--- src/rtl/core/pi_motor_velocity_controller_unit_defines.svh ---
// Assertion macros shared by the velocity controller RTL.
// Included by files that check their own logic; needs nothing else.
`ifndef PI_MOTOR_VELOCITY_CONTROLLER_UNIT_DEFINES_SVH
`define PI_MOTOR_VELOCITY_CONTROLLER_UNIT_DEFINES_SVH

// Same-cycle implication, disabled while reset is low.
`define PMVC_ASSERT_IMPL(name, clk, rstn, ante, cons) \
  name: assert property (@(posedge clk) disable iff (!rstn) (ante) |-> (cons)) \
    else $error("assertion failed: %m");

// Next-cycle implication, disabled while reset is low.
`define PMVC_ASSERT_NEXT(name, clk, rstn, ante, cons) \
  name: assert property (@(posedge clk) disable iff (!rstn) (ante) |=> (cons)) \
    else $error("assertion failed: %m");

`endif

--- src/rtl/core/pmvc_pkg.sv ---
// Shared constants, types and the control program of the velocity controller.
// Used by every module of the block; depends on nothing.
package pmvc_pkg;

  localparam int TICKS_PER_SECOND = 50;
  localparam int FRAC_BITS        = 8;
  localparam int DUTY_BITS        = 11;
  localparam int WGT_FRAC         = 8;
  localparam int GAIN_FRAC        = 8;

  localparam int CNT_W   = 32;
  localparam int VAL_W   = 29;
  localparam int GAIN_W  = 16;
  localparam int WGT_W   = 9;
  localparam int LIM_W   = 28;
  localparam int CFG_W   = 29;
  localparam int CFG_IDX_W = 3;

  localparam int MUL_W  = 33;
  localparam int PROD_W = 2 * MUL_W;
  localparam int ACC_W  = 48;
  localparam int Y_W    = 30;
  localparam int TS_W   = 32;

  localparam int IN_TDATA_W  = 32;
  localparam int IN_TUSER_W  = 1;
  localparam int OUT_FIELD_W = DUTY_BITS + 1 + 5 * VAL_W;
  localparam int OUT_TDATA_W = ((OUT_FIELD_W + 7) / 8) * 8;
  localparam int OUT_PAD_W   = OUT_TDATA_W - OUT_FIELD_W;

  localparam longint VAL_MAX = (longint'(1) << (VAL_W - 1)) - 1;
  localparam longint VAL_MIN = -(longint'(1) << (VAL_W - 1));

  localparam logic signed [PROD_W-1:0] RAW_PMAX = PROD_W'(VAL_MAX >>> FRAC_BITS);
  localparam logic signed [PROD_W-1:0] RAW_PMIN =
    PROD_W'(-((longint'(1) << (VAL_W - 1)) >>> FRAC_BITS));

  // Floor division by the tick rate: bias to a positive value, multiply by the
  // reciprocal, then correct the estimate by at most one.
  localparam int     DIV_SHIFT       = 32;
  localparam longint DIV_RECIP_FULL  = (longint'(1) << DIV_SHIFT) / TICKS_PER_SECOND;
  localparam longint DIV_RECIP_MAX   = (longint'(1) << DIV_SHIFT) - 1;
  localparam longint DIV_RECIP       =
    (DIV_RECIP_FULL > DIV_RECIP_MAX) ? DIV_RECIP_MAX : DIV_RECIP_FULL;
  localparam longint DIV_BIAS_Q      =
    ((longint'(1) << (VAL_W - 1)) + TICKS_PER_SECOND - 1) / TICKS_PER_SECOND;
  localparam longint DIV_BIAS        = DIV_BIAS_Q * TICKS_PER_SECOND;

  localparam logic signed [MUL_W-1:0] MUL_TPS   = MUL_W'(TICKS_PER_SECOND);
  localparam logic signed [MUL_W-1:0] MUL_RECIP = MUL_W'(DIV_RECIP);

  localparam logic [CFG_IDX_W-1:0] REG_SETPOINT = 3'd0;
  localparam logic [CFG_IDX_W-1:0] REG_KP       = 3'd1;
  localparam logic [CFG_IDX_W-1:0] REG_KI       = 3'd2;
  localparam logic [CFG_IDX_W-1:0] REG_WEIGHT   = 3'd3;
  localparam logic [CFG_IDX_W-1:0] REG_ILIMIT   = 3'd4;
  localparam logic [CFG_IDX_W-1:0] REG_MARGIN   = 3'd5;
  localparam logic [CFG_IDX_W-1:0] REG_FLOOR    = 3'd6;
  localparam logic [CFG_IDX_W-1:0] REG_CEILING  = 3'd7;

  typedef struct packed {
    logic signed [VAL_W-1:0] setpoint_speed;
    logic [GAIN_W-1:0]       proportional_gain;
    logic [GAIN_W-1:0]       integral_gain;
    logic [WGT_W-1:0]        smoothing_weight;
    logic [LIM_W-1:0]        integral_limit;
    logic [LIM_W-1:0]        overspeed_margin;
    logic [DUTY_BITS-1:0]    duty_floor;
    logic [DUTY_BITS-1:0]    duty_ceiling;
  } cfg_t;

  localparam int ALU_W = 4;
  localparam logic [ALU_W-1:0] ALU_NOP      = 4'd0;
  localparam logic [ALU_W-1:0] ALU_DIFF     = 4'd1;
  localparam logic [ALU_W-1:0] ALU_RAW      = 4'd2;
  localparam logic [ALU_W-1:0] ALU_ACC_LOAD = 4'd3;
  localparam logic [ALU_W-1:0] ALU_ACC_ADD  = 4'd4;
  localparam logic [ALU_W-1:0] ALU_AVG      = 4'd5;
  localparam logic [ALU_W-1:0] ALU_ERR      = 4'd6;
  localparam logic [ALU_W-1:0] ALU_OVS      = 4'd7;
  localparam logic [ALU_W-1:0] ALU_QEST     = 4'd8;
  localparam logic [ALU_W-1:0] ALU_QFIX     = 4'd9;
  localparam logic [ALU_W-1:0] ALU_ISUM     = 4'd10;
  localparam logic [ALU_W-1:0] ALU_ICLAMP   = 4'd11;
  localparam logic [ALU_W-1:0] ALU_DRIVE    = 4'd12;
  localparam logic [ALU_W-1:0] ALU_EMIT     = 4'd13;
  localparam logic [ALU_W-1:0] ALU_CLEAR    = 4'd14;

  localparam int MSEL_W = 3;
  localparam logic [MSEL_W-1:0] MUL_NONE     = 3'd0;
  localparam logic [MSEL_W-1:0] MUL_D_TPS    = 3'd1;
  localparam logic [MSEL_W-1:0] MUL_AVG_WINV = 3'd2;
  localparam logic [MSEL_W-1:0] MUL_RAW_W    = 3'd3;
  localparam logic [MSEL_W-1:0] MUL_Y_RECIP  = 3'd4;
  localparam logic [MSEL_W-1:0] MUL_Q_TPS    = 3'd5;
  localparam logic [MSEL_W-1:0] MUL_ERR_KP   = 3'd6;
  localparam logic [MSEL_W-1:0] MUL_INT_KI   = 3'd7;

  localparam int BR_W = 2;
  localparam logic [BR_W-1:0] BR_NEXT    = 2'd0;
  localparam logic [BR_W-1:0] BR_WAIT_IN = 2'd1;
  localparam logic [BR_W-1:0] BR_KIND    = 2'd2;
  localparam logic [BR_W-1:0] BR_ALWAYS  = 2'd3;

  localparam int PC_W = 5;
  localparam logic [PC_W-1:0] PC_IDLE  = 5'd0;
  localparam logic [PC_W-1:0] PC_START = 5'd19;

  typedef struct packed {
    logic [ALU_W-1:0]  alu;
    logic [MSEL_W-1:0] mul;
  } dp_ctl_t;

  typedef struct packed {
    logic [ALU_W-1:0]  alu;
    logic [MSEL_W-1:0] mul;
    logic [BR_W-1:0]   br;
    logic [PC_W-1:0]   target;
    logic              emit;
  } ctl_t;

  function automatic ctl_t ucode(input logic [PC_W-1:0] pc);
    ctl_t c;
    c = '{alu: ALU_NOP, mul: MUL_NONE, br: BR_ALWAYS, target: PC_IDLE, emit: 1'b0};
    case (pc)
      5'd0:  c = '{alu: ALU_NOP,      mul: MUL_NONE,     br: BR_WAIT_IN,
                   target: PC_IDLE, emit: 1'b0};
      5'd1:  c = '{alu: ALU_DIFF,     mul: MUL_NONE,     br: BR_KIND,
                   target: PC_START, emit: 1'b0};
      5'd2:  c = '{alu: ALU_NOP,      mul: MUL_D_TPS,    br: BR_NEXT,
                   target: PC_IDLE, emit: 1'b0};
      5'd3:  c = '{alu: ALU_RAW,      mul: MUL_AVG_WINV, br: BR_NEXT,
                   target: PC_IDLE, emit: 1'b0};
      5'd4:  c = '{alu: ALU_ACC_LOAD, mul: MUL_RAW_W,    br: BR_NEXT,
                   target: PC_IDLE, emit: 1'b0};
      5'd5:  c = '{alu: ALU_ACC_ADD,  mul: MUL_NONE,     br: BR_NEXT,
                   target: PC_IDLE, emit: 1'b0};
      5'd6:  c = '{alu: ALU_AVG,      mul: MUL_NONE,     br: BR_NEXT,
                   target: PC_IDLE, emit: 1'b0};
      5'd7:  c = '{alu: ALU_ERR,      mul: MUL_NONE,     br: BR_NEXT,
                   target: PC_IDLE, emit: 1'b0};
      5'd8:  c = '{alu: ALU_OVS,      mul: MUL_NONE,     br: BR_NEXT,
                   target: PC_IDLE, emit: 1'b0};
      5'd9:  c = '{alu: ALU_NOP,      mul: MUL_Y_RECIP,  br: BR_NEXT,
                   target: PC_IDLE, emit: 1'b0};
      5'd10: c = '{alu: ALU_QEST,     mul: MUL_NONE,     br: BR_NEXT,
                   target: PC_IDLE, emit: 1'b0};
      5'd11: c = '{alu: ALU_NOP,      mul: MUL_Q_TPS,    br: BR_NEXT,
                   target: PC_IDLE, emit: 1'b0};
      5'd12: c = '{alu: ALU_QFIX,     mul: MUL_NONE,     br: BR_NEXT,
                   target: PC_IDLE, emit: 1'b0};
      5'd13: c = '{alu: ALU_ISUM,     mul: MUL_NONE,     br: BR_NEXT,
                   target: PC_IDLE, emit: 1'b0};
      5'd14: c = '{alu: ALU_ICLAMP,   mul: MUL_ERR_KP,   br: BR_NEXT,
                   target: PC_IDLE, emit: 1'b0};
      5'd15: c = '{alu: ALU_ACC_LOAD, mul: MUL_INT_KI,   br: BR_NEXT,
                   target: PC_IDLE, emit: 1'b0};
      5'd16: c = '{alu: ALU_ACC_ADD,  mul: MUL_NONE,     br: BR_NEXT,
                   target: PC_IDLE, emit: 1'b0};
      5'd17: c = '{alu: ALU_DRIVE,    mul: MUL_NONE,     br: BR_NEXT,
                   target: PC_IDLE, emit: 1'b0};
      5'd18: c = '{alu: ALU_EMIT,     mul: MUL_NONE,     br: BR_ALWAYS,
                   target: PC_IDLE, emit: 1'b1};
      5'd19: c = '{alu: ALU_CLEAR,    mul: MUL_NONE,     br: BR_ALWAYS,
                   target: PC_IDLE, emit: 1'b0};
      default: c = '{alu: ALU_NOP,    mul: MUL_NONE,     br: BR_ALWAYS,
                     target: PC_IDLE, emit: 1'b0};
    endcase
    return c;
  endfunction

  function automatic logic signed [VAL_W-1:0] sat_val(input logic signed [ACC_W-1:0] v);
    logic signed [ACC_W-1:0] hi;
    logic signed [ACC_W-1:0] lo;
    hi = ACC_W'(VAL_MAX);
    lo = ACC_W'(VAL_MIN);
    if (v > hi) begin
      return hi[VAL_W-1:0];
    end else if (v < lo) begin
      return lo[VAL_W-1:0];
    end
    return v[VAL_W-1:0];
  endfunction

endpackage

--- src/rtl/core/pi_motor_velocity_controller_unit.sv ---
// Top level of the PI velocity controller: config registers, sequencer, datapath.
// Depends on pmvc_pkg, pmvc_cfg, pmvc_seq, pmvc_dp and the assertion macros.
//
//   Channel  Direction  Handshake            Contents
//   in_      slave      tvalid/tready        tuser: kind; tdata: encoder_count
//   out_     master     tvalid/tready        tdata: duty .. drive_value
//   cfg_     write      cfg_wr_en            cfg_addr selects, cfg_wdata holds value
//
// A control tick's result is registered at the last step of the 18-step tick
// program around one shared 33x33 multiplier. A start item runs the clear step
// and gives no result. A new item is accepted only in the idle step, so a new
// tick waits until the last one is through; a result waiting at the output
// stalls the sequencer at its last step.
// Reset is synchronous and active low; it clears the step counter, the controller
// state and the output valid, and loads the register defaults.
`include "pi_motor_velocity_controller_unit_defines.svh"

module pi_motor_velocity_controller_unit (
  input  logic                              clk,
  input  logic                              rst_n,
  input  logic                              in_tvalid,
  output logic                              in_tready,
  // [31:0] encoder_count
  input  logic [pmvc_pkg::IN_TDATA_W-1:0]   in_tdata,
  // [0] kind
  input  logic [pmvc_pkg::IN_TUSER_W-1:0]   in_tuser,
  output logic                              out_tvalid,
  input  logic                              out_tready,
  // [10:0] duty, [11] reverse, [40:12] raw_speed, [69:41] smoothed_speed,
  // [98:70] speed_error, [127:99] integral_value, [156:128] drive_value
  output logic [pmvc_pkg::OUT_TDATA_W-1:0]  out_tdata,
  input  logic                              cfg_wr_en,
  input  logic [pmvc_pkg::CFG_IDX_W-1:0]    cfg_addr,
  input  logic [pmvc_pkg::CFG_W-1:0]        cfg_wdata
);
  import pmvc_pkg::*;

  cfg_t    cfg;
  dp_ctl_t dp_ctl;
  logic    kind;
  logic    out_busy;
  logic    in_acc;

  assign in_acc = in_tvalid && in_tready;

  pmvc_cfg u_cfg (
    .clk       (clk),
    .rst_n     (rst_n),
    .cfg_wr_en (cfg_wr_en),
    .cfg_addr  (cfg_addr),
    .cfg_wdata (cfg_wdata),
    .cfg_o     (cfg)
  );

  pmvc_seq u_seq (
    .clk       (clk),
    .rst_n     (rst_n),
    .in_tvalid (in_tvalid),
    .kind      (kind),
    .out_busy  (out_busy),
    .in_tready (in_tready),
    .dp_ctl    (dp_ctl)
  );

  pmvc_dp u_dp (
    .clk        (clk),
    .rst_n      (rst_n),
    .in_acc     (in_acc),
    .in_tdata   (in_tdata),
    .in_tuser   (in_tuser),
    .dp_ctl     (dp_ctl),
    .cfg        (cfg),
    .out_tready (out_tready),
    .out_tvalid (out_tvalid),
    .out_tdata  (out_tdata),
    .kind       (kind),
    .out_busy   (out_busy)
  );

  `PMVC_ASSERT_NEXT(a_accept_goes_busy, clk, rst_n, in_tvalid && in_tready, !in_tready)
  `PMVC_ASSERT_IMPL(a_result_from_emit, clk, rst_n, $rose(out_tvalid), $past(dp_ctl.alu == ALU_EMIT))
  `PMVC_ASSERT_IMPL(a_duty_under_ceiling, clk, rst_n, out_tvalid, out_tdata[DUTY_BITS-1:0] <= cfg.duty_ceiling)

endmodule

--- src/rtl/core/pmvc_cfg.sv ---
// Configuration register file of the velocity controller.
// Depends on pmvc_pkg for widths and register indexes; the reset values are set here.
module pmvc_cfg (
  input  logic                            clk,
  input  logic                            rst_n,
  input  logic                            cfg_wr_en,
  input  logic [pmvc_pkg::CFG_IDX_W-1:0]  cfg_addr,
  input  logic [pmvc_pkg::CFG_W-1:0]      cfg_wdata,
  output pmvc_pkg::cfg_t                  cfg_o
);
  import pmvc_pkg::*;

  cfg_t cfg_r;
  cfg_t cfg_nxt;

  always_comb begin
    cfg_nxt = cfg_r;
    if (cfg_wr_en) begin
      case (cfg_addr)
        REG_SETPOINT: cfg_nxt.setpoint_speed    = $signed(cfg_wdata[VAL_W-1:0]);
        REG_KP:       cfg_nxt.proportional_gain = cfg_wdata[GAIN_W-1:0];
        REG_KI:       cfg_nxt.integral_gain     = cfg_wdata[GAIN_W-1:0];
        REG_WEIGHT:   cfg_nxt.smoothing_weight  = cfg_wdata[WGT_W-1:0];
        REG_ILIMIT:   cfg_nxt.integral_limit    = cfg_wdata[LIM_W-1:0];
        REG_MARGIN:   cfg_nxt.overspeed_margin  = cfg_wdata[LIM_W-1:0];
        REG_FLOOR:    cfg_nxt.duty_floor        = cfg_wdata[DUTY_BITS-1:0];
        REG_CEILING:  cfg_nxt.duty_ceiling      = cfg_wdata[DUTY_BITS-1:0];
        default:      cfg_nxt = cfg_r;
      endcase
    end
  end

  always_ff @(posedge clk) begin
    if (!rst_n) begin
      cfg_r.setpoint_speed    <= VAL_W'(465152);
      cfg_r.proportional_gain <= GAIN_W'(26);
      cfg_r.integral_gain     <= GAIN_W'(256);
      cfg_r.smoothing_weight  <= WGT_W'(51);
      cfg_r.integral_limit    <= LIM_W'(1280000);
      cfg_r.overspeed_margin  <= LIM_W'(12800);
      cfg_r.duty_floor        <= DUTY_BITS'(365);
      cfg_r.duty_ceiling      <= DUTY_BITS'(2047);
    end else begin
      cfg_r <= cfg_nxt;
    end
  end

  assign cfg_o = cfg_r;

endmodule

--- src/rtl/core/pmvc_seq.sv ---
// Microcode sequencer: step counter, control store lookup and branch logic.
// Depends on pmvc_pkg for the control word layout and the program.
module pmvc_seq (
  input  logic               clk,
  input  logic               rst_n,
  input  logic               in_tvalid,
  input  logic               kind,
  input  logic               out_busy,
  output logic               in_tready,
  output pmvc_pkg::dp_ctl_t  dp_ctl
);
  import pmvc_pkg::*;

  logic [PC_W-1:0] pc_r;
  logic [PC_W-1:0] pc_nxt;
  ctl_t            uw;
  logic            stall;

  assign uw        = ucode(pc_r);
  assign stall     = uw.emit && out_busy;
  assign in_tready = (pc_r == PC_IDLE);

  always_comb begin
    pc_nxt = pc_r;
    if (!stall) begin
      case (uw.br)
        BR_NEXT:    pc_nxt = pc_r + PC_W'(1);
        BR_WAIT_IN: pc_nxt = in_tvalid ? pc_r + PC_W'(1) : pc_r;
        BR_KIND:    pc_nxt = kind ? uw.target : pc_r + PC_W'(1);
        BR_ALWAYS:  pc_nxt = uw.target;
        default:    pc_nxt = PC_IDLE;
      endcase
    end
  end

  always_ff @(posedge clk) begin
    if (!rst_n) begin
      pc_r <= PC_IDLE;
    end else begin
      pc_r <= pc_nxt;
    end
  end

  assign dp_ctl.alu = stall ? ALU_NOP : uw.alu;
  assign dp_ctl.mul = stall ? MUL_NONE : uw.mul;

endmodule

--- src/rtl/core/pmvc_dp.sv ---
// Datapath of the velocity controller: shared multiplier, accumulator, ALU
// steps, controller state and the output register. Depends on pmvc_pkg.
module pmvc_dp (
  input  logic                              clk,
  input  logic                              rst_n,
  input  logic                              in_acc,
  input  logic [pmvc_pkg::IN_TDATA_W-1:0]   in_tdata,
  input  logic [pmvc_pkg::IN_TUSER_W-1:0]   in_tuser,
  input  pmvc_pkg::dp_ctl_t                 dp_ctl,
  input  pmvc_pkg::cfg_t                    cfg,
  input  logic                              out_tready,
  output logic                              out_tvalid,
  output logic [pmvc_pkg::OUT_TDATA_W-1:0]  out_tdata,
  output logic                              kind,
  output logic                              out_busy
);
  import pmvc_pkg::*;

  logic [CNT_W-1:0]          cnt_r, cnt_nxt;
  logic                      kind_r, kind_nxt;
  logic [CNT_W-1:0]          prev_r, prev_nxt;
  logic signed [CNT_W-1:0]   d_r, d_nxt;
  logic signed [VAL_W-1:0]   raw_r, raw_nxt;
  logic signed [VAL_W-1:0]   avg_r, avg_nxt;
  logic signed [VAL_W-1:0]   err_r, err_nxt;
  logic signed [VAL_W-1:0]   integ_r, integ_nxt;
  logic signed [VAL_W-1:0]   drive_r, drive_nxt;
  logic                      ovs_r, ovs_nxt;
  logic [Y_W-1:0]            y_r, y_nxt;
  logic [Y_W-1:0]            q_r, q_nxt;
  logic signed [TS_W-1:0]    tsum_r, tsum_nxt;
  logic signed [ACC_W-1:0]   acc_r, acc_nxt;
  logic signed [PROD_W-1:0]  prod_r, prod_nxt;
  logic [OUT_TDATA_W-1:0]    odata_r, odata_nxt;
  logic                      ovalid_r, ovalid_nxt;

  logic signed [MUL_W-1:0]   mul_a, mul_b;
  logic [WGT_W-1:0]          w_cap, w_inv;
  logic signed [VAL_W:0]     diff_e;
  logic [VAL_W-1:0]          sp_mag, avg_mag, drv_mag;
  logic [VAL_W:0]            ovs_lhs;
  logic signed [Y_W:0]       y_full;
  logic [Y_W:0]              rem;
  logic signed [TS_W-1:0]    lim_pos, lim_neg;
  logic [VAL_W-1:0]          duty_full;
  logic [VAL_W-1:0]          duty_sel;

  assign w_cap = (cfg.smoothing_weight > WGT_W'(256)) ? WGT_W'(256) : cfg.smoothing_weight;
  assign w_inv = WGT_W'(256) - w_cap;

  always_comb begin
    case (dp_ctl.mul)
      MUL_D_TPS: begin
        mul_a = {{(MUL_W-CNT_W){d_r[CNT_W-1]}}, d_r};
        mul_b = MUL_TPS;
      end
      MUL_AVG_WINV: begin
        mul_a = {{(MUL_W-VAL_W){avg_r[VAL_W-1]}}, avg_r};
        mul_b = {{(MUL_W-WGT_W){1'b0}}, w_inv};
      end
      MUL_RAW_W: begin
        mul_a = {{(MUL_W-VAL_W){raw_r[VAL_W-1]}}, raw_r};
        mul_b = {{(MUL_W-WGT_W){1'b0}}, w_cap};
      end
      MUL_Y_RECIP: begin
        mul_a = {{(MUL_W-Y_W){1'b0}}, y_r};
        mul_b = MUL_RECIP;
      end
      MUL_Q_TPS: begin
        mul_a = {{(MUL_W-Y_W){1'b0}}, q_r};
        mul_b = MUL_TPS;
      end
      MUL_ERR_KP: begin
        mul_a = {{(MUL_W-VAL_W){err_r[VAL_W-1]}}, err_r};
        mul_b = {{(MUL_W-GAIN_W){1'b0}}, cfg.proportional_gain};
      end
      MUL_INT_KI: begin
        mul_a = {{(MUL_W-VAL_W){integ_r[VAL_W-1]}}, integ_r};
        mul_b = {{(MUL_W-GAIN_W){1'b0}}, cfg.integral_gain};
      end
      default: begin
        mul_a = '0;
        mul_b = '0;
      end
    endcase
  end

  assign diff_e  = {cfg.setpoint_speed[VAL_W-1], cfg.setpoint_speed}
                 - {avg_r[VAL_W-1], avg_r};
  assign sp_mag  = cfg.setpoint_speed[VAL_W-1] ? (~cfg.setpoint_speed + VAL_W'(1))
                                               : cfg.setpoint_speed;
  assign avg_mag = avg_r[VAL_W-1] ? (~avg_r + VAL_W'(1)) : avg_r;
  assign drv_mag = drive_r[VAL_W-1] ? (~drive_r + VAL_W'(1)) : drive_r;
  assign ovs_lhs = {1'b0, sp_mag} + {{(VAL_W+1-LIM_W){1'b0}}, cfg.overspeed_margin};
  assign y_full  = {{(Y_W+1-VAL_W){err_r[VAL_W-1]}}, err_r} + (Y_W+1)'(DIV_BIAS);
  assign rem     = {1'b0, y_r} - prod_r[Y_W:0];
  assign lim_pos = {{(TS_W-LIM_W){1'b0}}, cfg.integral_limit};
  assign lim_neg = -lim_pos;
  assign duty_full = drv_mag >> FRAC_BITS;

  always_comb begin
    duty_sel = duty_full;
    if (duty_sel < VAL_W'(cfg.duty_floor)) begin
      duty_sel = VAL_W'(cfg.duty_floor);
    end
    if (duty_sel > VAL_W'(cfg.duty_ceiling)) begin
      duty_sel = VAL_W'(cfg.duty_ceiling);
    end
  end

  always_comb begin
    cnt_nxt    = cnt_r;
    kind_nxt   = kind_r;
    prev_nxt   = prev_r;
    d_nxt      = d_r;
    raw_nxt    = raw_r;
    avg_nxt    = avg_r;
    err_nxt    = err_r;
    integ_nxt  = integ_r;
    drive_nxt  = drive_r;
    ovs_nxt    = ovs_r;
    y_nxt      = y_r;
    q_nxt      = q_r;
    tsum_nxt   = tsum_r;
    acc_nxt    = acc_r;
    odata_nxt  = odata_r;
    ovalid_nxt = ovalid_r;
    prod_nxt   = (dp_ctl.mul == MUL_NONE) ? prod_r : mul_a * mul_b;

    if (in_acc) begin
      cnt_nxt  = in_tdata[CNT_W-1:0];
      kind_nxt = in_tuser[0];
    end
    if (ovalid_r && out_tready) begin
      ovalid_nxt = 1'b0;
    end

    case (dp_ctl.alu)
      ALU_DIFF: begin
        d_nxt    = $signed(cnt_r - prev_r);
        prev_nxt = cnt_r;
      end
      ALU_RAW: begin
        if (prod_r > RAW_PMAX) begin
          raw_nxt = VAL_W'(VAL_MAX);
        end else if (prod_r < RAW_PMIN) begin
          raw_nxt = VAL_W'(VAL_MIN);
        end else begin
          raw_nxt = {prod_r[VAL_W-1-FRAC_BITS:0], {FRAC_BITS{1'b0}}};
        end
      end
      ALU_ACC_LOAD: acc_nxt = $signed(prod_r[ACC_W-1:0]);
      ALU_ACC_ADD:  acc_nxt = acc_r + $signed(prod_r[ACC_W-1:0]);
      ALU_AVG:      avg_nxt = sat_val(acc_r >>> WGT_FRAC);
      ALU_ERR:      err_nxt = sat_val(ACC_W'(diff_e));
      ALU_OVS: begin
        ovs_nxt = ovs_lhs < {1'b0, avg_mag};
        y_nxt   = y_full[Y_W-1:0];
      end
      ALU_QEST: q_nxt = prod_r[DIV_SHIFT +: Y_W];
      ALU_QFIX: begin
        if (rem >= (Y_W+1)'(TICKS_PER_SECOND)) begin
          q_nxt = q_r + Y_W'(1);
        end
      end
      ALU_ISUM: begin
        tsum_nxt = {{(TS_W-VAL_W){integ_r[VAL_W-1]}}, integ_r}
                 + $signed({{(TS_W-Y_W){1'b0}}, q_r})
                 - TS_W'(DIV_BIAS_Q);
      end
      ALU_ICLAMP: begin
        if (ovs_r) begin
          integ_nxt = '0;
        end else if (tsum_r > lim_pos) begin
          integ_nxt = lim_pos[VAL_W-1:0];
        end else if (tsum_r < lim_neg) begin
          integ_nxt = lim_neg[VAL_W-1:0];
        end else begin
          integ_nxt = tsum_r[VAL_W-1:0];
        end
      end
      ALU_DRIVE: drive_nxt = sat_val(acc_r >>> GAIN_FRAC);
      ALU_EMIT: begin
        odata_nxt  = {{OUT_PAD_W{1'b0}}, drive_r, integ_r, err_r, avg_r, raw_r,
                      drive_r[VAL_W-1], duty_sel[DUTY_BITS-1:0]};
        ovalid_nxt = 1'b1;
      end
      ALU_CLEAR: begin
        avg_nxt   = '0;
        integ_nxt = '0;
      end
      default: begin
        acc_nxt = acc_r;
      end
    endcase
  end

  always_ff @(posedge clk) begin
    if (!rst_n) begin
      kind_r   <= 1'b0;
      prev_r   <= '0;
      avg_r    <= '0;
      integ_r  <= '0;
      ovalid_r <= 1'b0;
    end else begin
      kind_r   <= kind_nxt;
      prev_r   <= prev_nxt;
      avg_r    <= avg_nxt;
      integ_r  <= integ_nxt;
      ovalid_r <= ovalid_nxt;
    end
  end

  always_ff @(posedge clk) begin
    cnt_r   <= cnt_nxt;
    d_r     <= d_nxt;
    raw_r   <= raw_nxt;
    err_r   <= err_nxt;
    drive_r <= drive_nxt;
    ovs_r   <= ovs_nxt;
    y_r     <= y_nxt;
    q_r     <= q_nxt;
    tsum_r  <= tsum_nxt;
    acc_r   <= acc_nxt;
    prod_r  <= prod_nxt;
    odata_r <= odata_nxt;
  end

  assign out_tvalid = ovalid_r;
  assign out_tdata  = odata_r;
  assign kind       = kind_r;
  assign out_busy   = ovalid_r && !out_tready;

endmodule
--- config.mk ---
export PLATFORM = sky130hd
export DESIGN_NAME = pi_motor_velocity_controller_unit
export DESIGN_NICKNAME = d
export VERILOG_FILES = /design/src/rtl/core/pmvc_pkg.sv /design/src/rtl/core/pi_motor_velocity_controller_unit.sv /design/src/rtl/core/pmvc_cfg.sv /design/src/rtl/core/pmvc_seq.sv /design/src/rtl/core/pmvc_dp.sv
export VERILOG_INCLUDE_DIRS = /design/src /design/src/rtl/core
export SDC_FILE = /design/constraint.sdc
export NUM_CORES = 2
export LEC_CHECK = 0
export BUFFER_PORTS_ARGS = -buffer_cell sky130_fd_sc_hd__buf_2
export CORE_MARGIN = 4
export CORE_UTILIZATION = 45
export DETAILED_ROUTE_END_ITERATION = 8
export SYNTH_ARGS = -nofsm -noshare
export SYNTH_HDL_FRONTEND = slang
export SYNTH_SLANG_ARGS = --single-unit
--- constraint.sdc ---
create_clock -name clk -period 17.7 [get_ports clk]
set_clock_uncertainty 0.1 [all_clocks]
set_input_delay 5.31 -clock clk [delete_from_list [all_inputs] [get_ports clk]]
set_output_delay 5.31 -clock clk [all_outputs]
set_load 0.02 [all_outputs]
==> After elaboration in Yosys (flattened, before gate mapping) <==
Memory sizes are Yosys's and may differ from the RTL's. A register that Yosys moved wholly into a read port is not among the register bits.
Index checks and enable logic that the tools add are counted.
{ "classes": {"n_addsub": 15, "multipliers": 1, "magnitude_cmp": 13, "eq_ne": 33, "muxes": 40, "bitwise": 4, "n_reduce_logical": 25} }
{ "op_table": {"columns": ["cell", "n"], "rows": [
  ["29-bit two-way mux", 14],
  ["33-bit one-hot mux with 7 select lines", 1],
  ["27-bit one-hot mux with 6 select lines", 1],
  ["29-bit one-hot mux with 2 select lines", 2],
  ["48-bit one-hot mux with 2 select lines", 1],
  ["29-bit by 2-bit adder with 29-bit output (second input constant)", 3],
  ["29-bit inverter", 3],
  ["66-bit by 21-bit greater-than comparator with 1-bit output (second input constant)", 1],
  ["66-bit by 21-bit less-than comparator with 1-bit output (second input constant)", 1],
  ["33-bit by 28-bit multiplier with 61-bit output", 1],
  ["30-bit one-hot mux with 2 select lines", 1],
  ["48-bit adder", 1],
  ["40-bit by 29-bit greater-than comparator with 1-bit output (second input constant)", 1],
  ["40-bit by 29-bit less-than comparator with 1-bit output (second input constant)", 1],
  ["29-bit by 31-bit adder with 32-bit output", 1],
  ["32-bit by 29-bit greater-than comparator with 1-bit output", 1],
  ["32-bit less-than comparator", 1],
  ["28-bit negation with 32-bit output", 1],
  ["32-bit by 23-bit subtractor with 32-bit output (second input constant)", 1],
  ["32-bit subtractor", 1],
  ["31-bit by 6-bit greater-or-equal comparator with 1-bit output (second input constant)", 1],
  ["30-bit by 31-bit subtractor with 31-bit output", 1],
  ["29-bit by 28-bit adder with 30-bit output", 1],
  ["29-bit by 30-bit adder with 30-bit output (second input constant)", 1],
  ["other kinds (39)", 89]
]} }
{ "totals": {"regBits": 760, "romBits": 416, "inputBits": 70, "out_inout_bits": 162, "wordCells": 158, "memories": 1} }
{ "memory_table": {"columns": ["memory", "words", "word_bits", "rd", "rd_clocked_by_memory_dff", "wr", "line", "text"], "rows": [
  ["(no name shown)", 32, 13, 1, 1, 0, "pmvc_pkg.sv:125", "case (pc)"]
]} }

==> Longest topological paths before layout <==
{ "depth": {"word_depth": 8, "mapped_depth": 38, "depth_no_buf": 35} }

==> By module <==
From an unflattened synthesis, not the netlist that was laid out.
{ "unflattened": {"hier_cells": 7539, "hier_area_um2": 71113.2} }
{ "modules_own_cells": {"columns": ["mod", "n_inst", "cells_per_inst", "area_per_inst_um2", "seq_area_each_um2"], "rows": [
  ["pmvc_dp", 1, 6872, 64408.0, 16706.0],
  ["pmvc_cfg", 1, 547, 5695.5, 2962.8],
  ["pmvc_seq", 1, 119, 1003.5, 320.3],
  ["pi_motor_velocity_controller_unit", 1, 1, 6.3, 0.0]
]} }

==> Least setup slack after synthesis <==
OpenSTA, ideal clock, no wires.
{ "synth_timing": {"path_kind": "input to register", "from": "input out_tready", "to": "register u_dp.prod_r[43], data pin", "setup_time_ns": 0.265, "arrival_time_ns": 13.815, "required_time_ns": 17.335, "setup_slack_ns": 3.520, "stages": 31, "path_buffers": 3, "path_cell_list": "nor2b_1 -> and2_1 -> or3_1 -> clkbuf_1 -> buf_1 -> o221ai_1 -> a221oi_1 -> nor2_1 -> fa_1 -> fa_1 -> fa_1 -> inv_1 -> fa_1 -> inv_1 -> fa_1 -> inv_1 -> fa_1 -> fa_1 -> inv_1 -> ha_1 -> clkbuf_1 -> a41o_1 -> a221oi_1 -> o21ai_0 -> nor4_1 -> nor3_1 -> a2111oi_0 -> nor2_1 -> a211oi_1 -> o21ai_0 -> xor2_1"} }
{ "synth_via": {"elab_chain_cells": 8, "elab_cells_between_ends": 15, "cone_classes": "mul: 1; eq/ne: 7; mux: 3; reduce/logical: 4"} }
{ "synth_rtl": {"columns": ["item", "line", "text"], "rows": [
  ["start, declared", "pi_motor_velocity_controller_unit.sv:28", "input logic out_tready,"],
  ["1-bit logical NOT (*)", "pmvc_dp.sv:232", "assign out_busy = ovalid_r && !out_tready;"],
  ["1-bit logical AND (*)", "pmvc_dp.sv:232", null],
  ["1-bit logical AND (*)", "pmvc_seq.sv:20", "assign stall = uw.emit && out_busy;"],
  ["3-bit two-way mux (*)", "pmvc_seq.sv:45", "assign dp_ctl.mul = stall ? MUL_NONE : uw.mul;"],
  ["3-bit by 1-bit == test with 1-bit output / 3-bit == test (equally long branches)", "pmvc_dp.sv:52", "case (dp_ctl.mul)"],
  ["2-bit OR reduction (no source line)", null, null],
  ["27-bit one-hot mux with 6 select lines", "pmvc_dp.sv:52", null],
  ["33-bit by 28-bit multiplier with 61-bit output (*)", "pmvc_dp.sv:128", "prod_nxt = (dp_ctl.mul == MUL_NONE) ? prod_r : mul_a * mul_b;"],
  ["end signal, assigned", "pmvc_dp.sv:225", "prod_r <= prod_nxt;"],
  ["end, declared", "pmvc_dp.sv:33", "logic signed [PROD_W-1:0] prod_r, prod_nxt;"]
]} }
Mark *: on every way between the ends. The rest lies on a longest branch, timed or not.
A chain may end at the register's enable or synchronous reset.

==> Worst setup path after layout <==
{ "layout_timing": {"from": "input out_tready", "to": "register u_dp.prod_r[57], data pin"} }
Same word-level chain as after synthesis.

==> impl_metrics.py <==
metrics = {
    "run_status": {
        "status": "complete, no violations",
    },
    "synth": {
        "async_reset_ff_frac": 0,
        "synth_area_leaders": "edfxtp_1 (21%), fa_1 (20%), ha_1 (10%)",
        "synth_cell_types": 100,
        "ys_ff_latch": 751,
        "yosysWarnings": 0,
        "netlist_instances": 7597,
        "synth_commonest_cells": "inv_1 (1272), nand2_1 (993), fa_1 (715)",
        "synthesis.area_um2": 70400,
        "yosysMostFrequentCell": "inv_1",
        "ys.flop_type": "edfxtp_1",
        "yosysTopAreaCell": "edfxtp_1",
        "synth_area_per_cell_um2": 9.27,
        "synth_edf_count": 495,
        "synth_top_area_share": 0.211,
        "seq_area_frac_synth": 0.284,
    },
    "critical_path": {
        "cp_top_family": "adder cells",
        "required_ps": 18030,
        "endpoint_kind": "register",
        "max_stage_delay_ps": 1180,
        "critPathLaunchType": "primary input",
        "worstPathArrival_ps": 16650,
        "path_buf_inv": 4,
        "cp_slowest_cell": "o31ai_1",
        "critical_path_class": "in -> reg",
        "critPathMaxFanout": 20,
        "path_common_cell": "fa_1",
        "rrSetupSlack_ps": 4970,
    },
    "clocking": {
        "post_cts_resized": 0,
        "hold_buffers": 0,
        "htree_levels": 3,
        "clock-sinks": 751,
        "numCtsBuffers": 88,
        "cts_tree": "done",
        "root_buffer": "clkbuf_16",
        "postCtsSetupBuffers": 0,
        "cts.clk_slew.worst_paths_ps": 60,
        "cts_max_path_buffers": 3,
        "clk_latency_ps": 760,
    },
    "power_and_ir_drop": {
        "combPwrFrac": 0.420,
        "power_frac_seq": 0.329,
        "p_switching_mw": 3.27,
        "clockPowerShare": 0.252,
        "peakVddDrop_v": 0.0000833,
        "cellLeakagePower_nw": 34.2,
        "powerDensity_nw_per_um2": 99.5,
        "internal-power_mw": 4.41,
        "p_sw_frac": 0.426,
    },
    "timing": {
        "worstMarginPinSlew_ps": 1410,
        "hold_viol_final": 0,
        "max_freq_ghz": 0.0613,
        "setup_viol": 0,
        "hold_slack_ps": 336,
        "fin_tns_setup_ps": 0,
        "fin_crit_sh": 0.922,
        "rsz0062_at_grt": "no",
        "slew_headroom": 0.0539,
        "slew_viol_final": 0,
        "fin_crit_ps": 16320,
    },
    "routing": {
        "drtIter0Drc": 5087,
        "ant_nets": 0,
        "wl_per_cell_um": 25.1,
        "vias": 56451,
        "first_pass_iters": 8,
        "vias_per_cell": 5.71,
        "drc": 0,
        "routed_wl_um": 248000,
    },
    "global_routing": {
        "grt_pass1_wl_um": 368000,
        "first_global_vias": 56874,
        "grt_max_degree": 93,
        "grt_antenna_before_repair": 20,
        "gr-total-overflow": 0,
        "grt_use_total": 0.305,
    },
    "floorplan": {
        "pin_count": 232,
        "floorplan.initialDensity": 0.455,
        "die-area_um2": 163000,
        "die_h_um": 404,
        "core_area_um2": 155000,
        "fp.dieW_um": 404,
        "rows": 144,
    },
    "final_layout": {
        "fillers": 14472,
        "multi_input_area_um2": 44700,
        "drive_above_1_share": 0.0748,
        "regArea_um2": 20000,
        "syn_to_final_growth_pct": 9.55,
        "nNetsFinal": 9123,
    },
    "worst_hold_path": {
        "hold_class": "reg -> reg",
    },
    "placement": {
        "io_buffers": 228,
        "place_congestion": 1.01,
        "hpwl_um": 202000,
    },
    "flow_run": {
        "max_cap_violations": 0,
    },
}
==> layer usage <==
layer	vias up	global-route usage	routed length, um
li1	25564	-	-
met1	27983	0.392	99700
met2	2329	0.471	108000
met3	567	0.0637	21200
met4	8	0.191	18700
met5	-	0	56
==> flip-flops by register name (all words and copies together), names as in the netlist <==
register / cells
u_cfg.cfg_o: 148
u_dp.acc_r: 48
u_dp.avg_r: 29
u_dp.cnt_r: 32
u_dp.d_r: 32
u_dp.drive_r: 29
u_dp.err_r: 29
u_dp.integ_r: 29
u_dp.kind: 1
u_dp.out_tdata: 149
u_dp.out_tvalid: 1
u_dp.ovs_r: 1
u_dp.prev_r: 32
u_dp.prod_r: 61
u_dp.q_r: 30
u_dp.raw_r: 22
u_dp.tsum_r: 32
u_dp.y_r: 30
u_seq.pc_r: 5
u_seq.uw: 11
==> area by class of cell <==
class,count,share of cell area
timing repair buffer,333,0.0251
clock inverter,53,0.00923
sequential,751,0.259
clock buffer,112,0.0308
multi-input combinational,5314,0.580
antenna,7,0.000227
inverter,1273,0.0620
tap,2044,0.0332
==> through the flow <==
step | setup WS [ps] | total power, mW | std cells | util | instance area (um2)
global route | 789 | 8.10 | 9881 | 0.498 | 77100
finish | 1380 | 7.67 | 9887 | 0.498 | 77100
CTS | 1530 | 7.66 | 9880 | 0.498 | 77100
detailed placement | 865 | 5.71 | 9715 | 0.478 | 74000
floorplan | 3520 | 4.51 | 7613 | - | 70500
global placement | 892 | 5.68 | 9715 | 0.478 | 74000
==> worst reg2reg max path: stages, from the launching register on <==
cell      delay, ps
dfxtp_2         320
buf_4           500
inv_1           540
or3_1           810
nor2_1          870
a21o_1          370
nand2_1         150
inv_1           180
fa_1            550
fa_1            770
inv_1           160
fa_1            530
fa_1            770
inv_1           360
fa_1            640
fa_1            440
fa_1            530
ha_1            450
nand4_1         170
or3_1           530
o221ai_1        630
nor4bb_1        180
o31ai_1        1180
a21oi_1         240
nor2b_1         240
o41ai_1         110
xnor2_1         130
==> logic make-up after synthesis <==
family / synth area share
xor gates and xnor gates: 0.0429
muxes: 0.0131
adders and majority gates: 0.307
DFF: 0.284
AOI/OAI and AO/OA: 0.134
buffers and inverters: 0.0836
other: 0.000107
and+or+nand+nor: 0.135
==> path summary, 6_finish.rpt <==
path / endpoint / cells past startpoint / start
setup / recovery: u_dp.prod_r[57] / 27 / out_tready
hold / removal: u_dp.out_tdata[25] / 0 / u_dp.raw_r[13]
setup reg to reg: u_dp.prod_r[57] / 26 / u_seq.uw[8]
hold reg to reg: u_dp.out_tdata[25] / 0 / u_dp.raw_r[13]
==> power by group through the flow <==
stage	combinational [mW]	clock [mW]	sequential (mW)
4_1_cts	3.18	1.97	2.52
3_5_place_dp	3.16	0	2.55
6_report	3.22	1.93	2.52
2_1_floorplan	2.16	0	2.36
3_3_place_gp	3.13	0	2.55
5_1_grt	3.54	2.04	2.53
==> layout by cell type, fill, tap and decap left out, drive strengths merged, types with 37 or more instances in the layout <==
cell type	instances
dfxtp	256
a21o	177
nor4	38
fa	715
nor2	492
o21ai	316
and2	37
nand2	993
buf	333
xor2	85
xnor2	259
nand3	126
nor2b	62
mux2i	53
a21boi	79
ha	577
clkbuf	112
nand2b	75
nand4	82
a211oi	41
a22oi	40
edfxtp	495
inv	1277
o21a	56
a21oi	400
nor3	74
and3	49
Power figures use the tool's default switching activity.
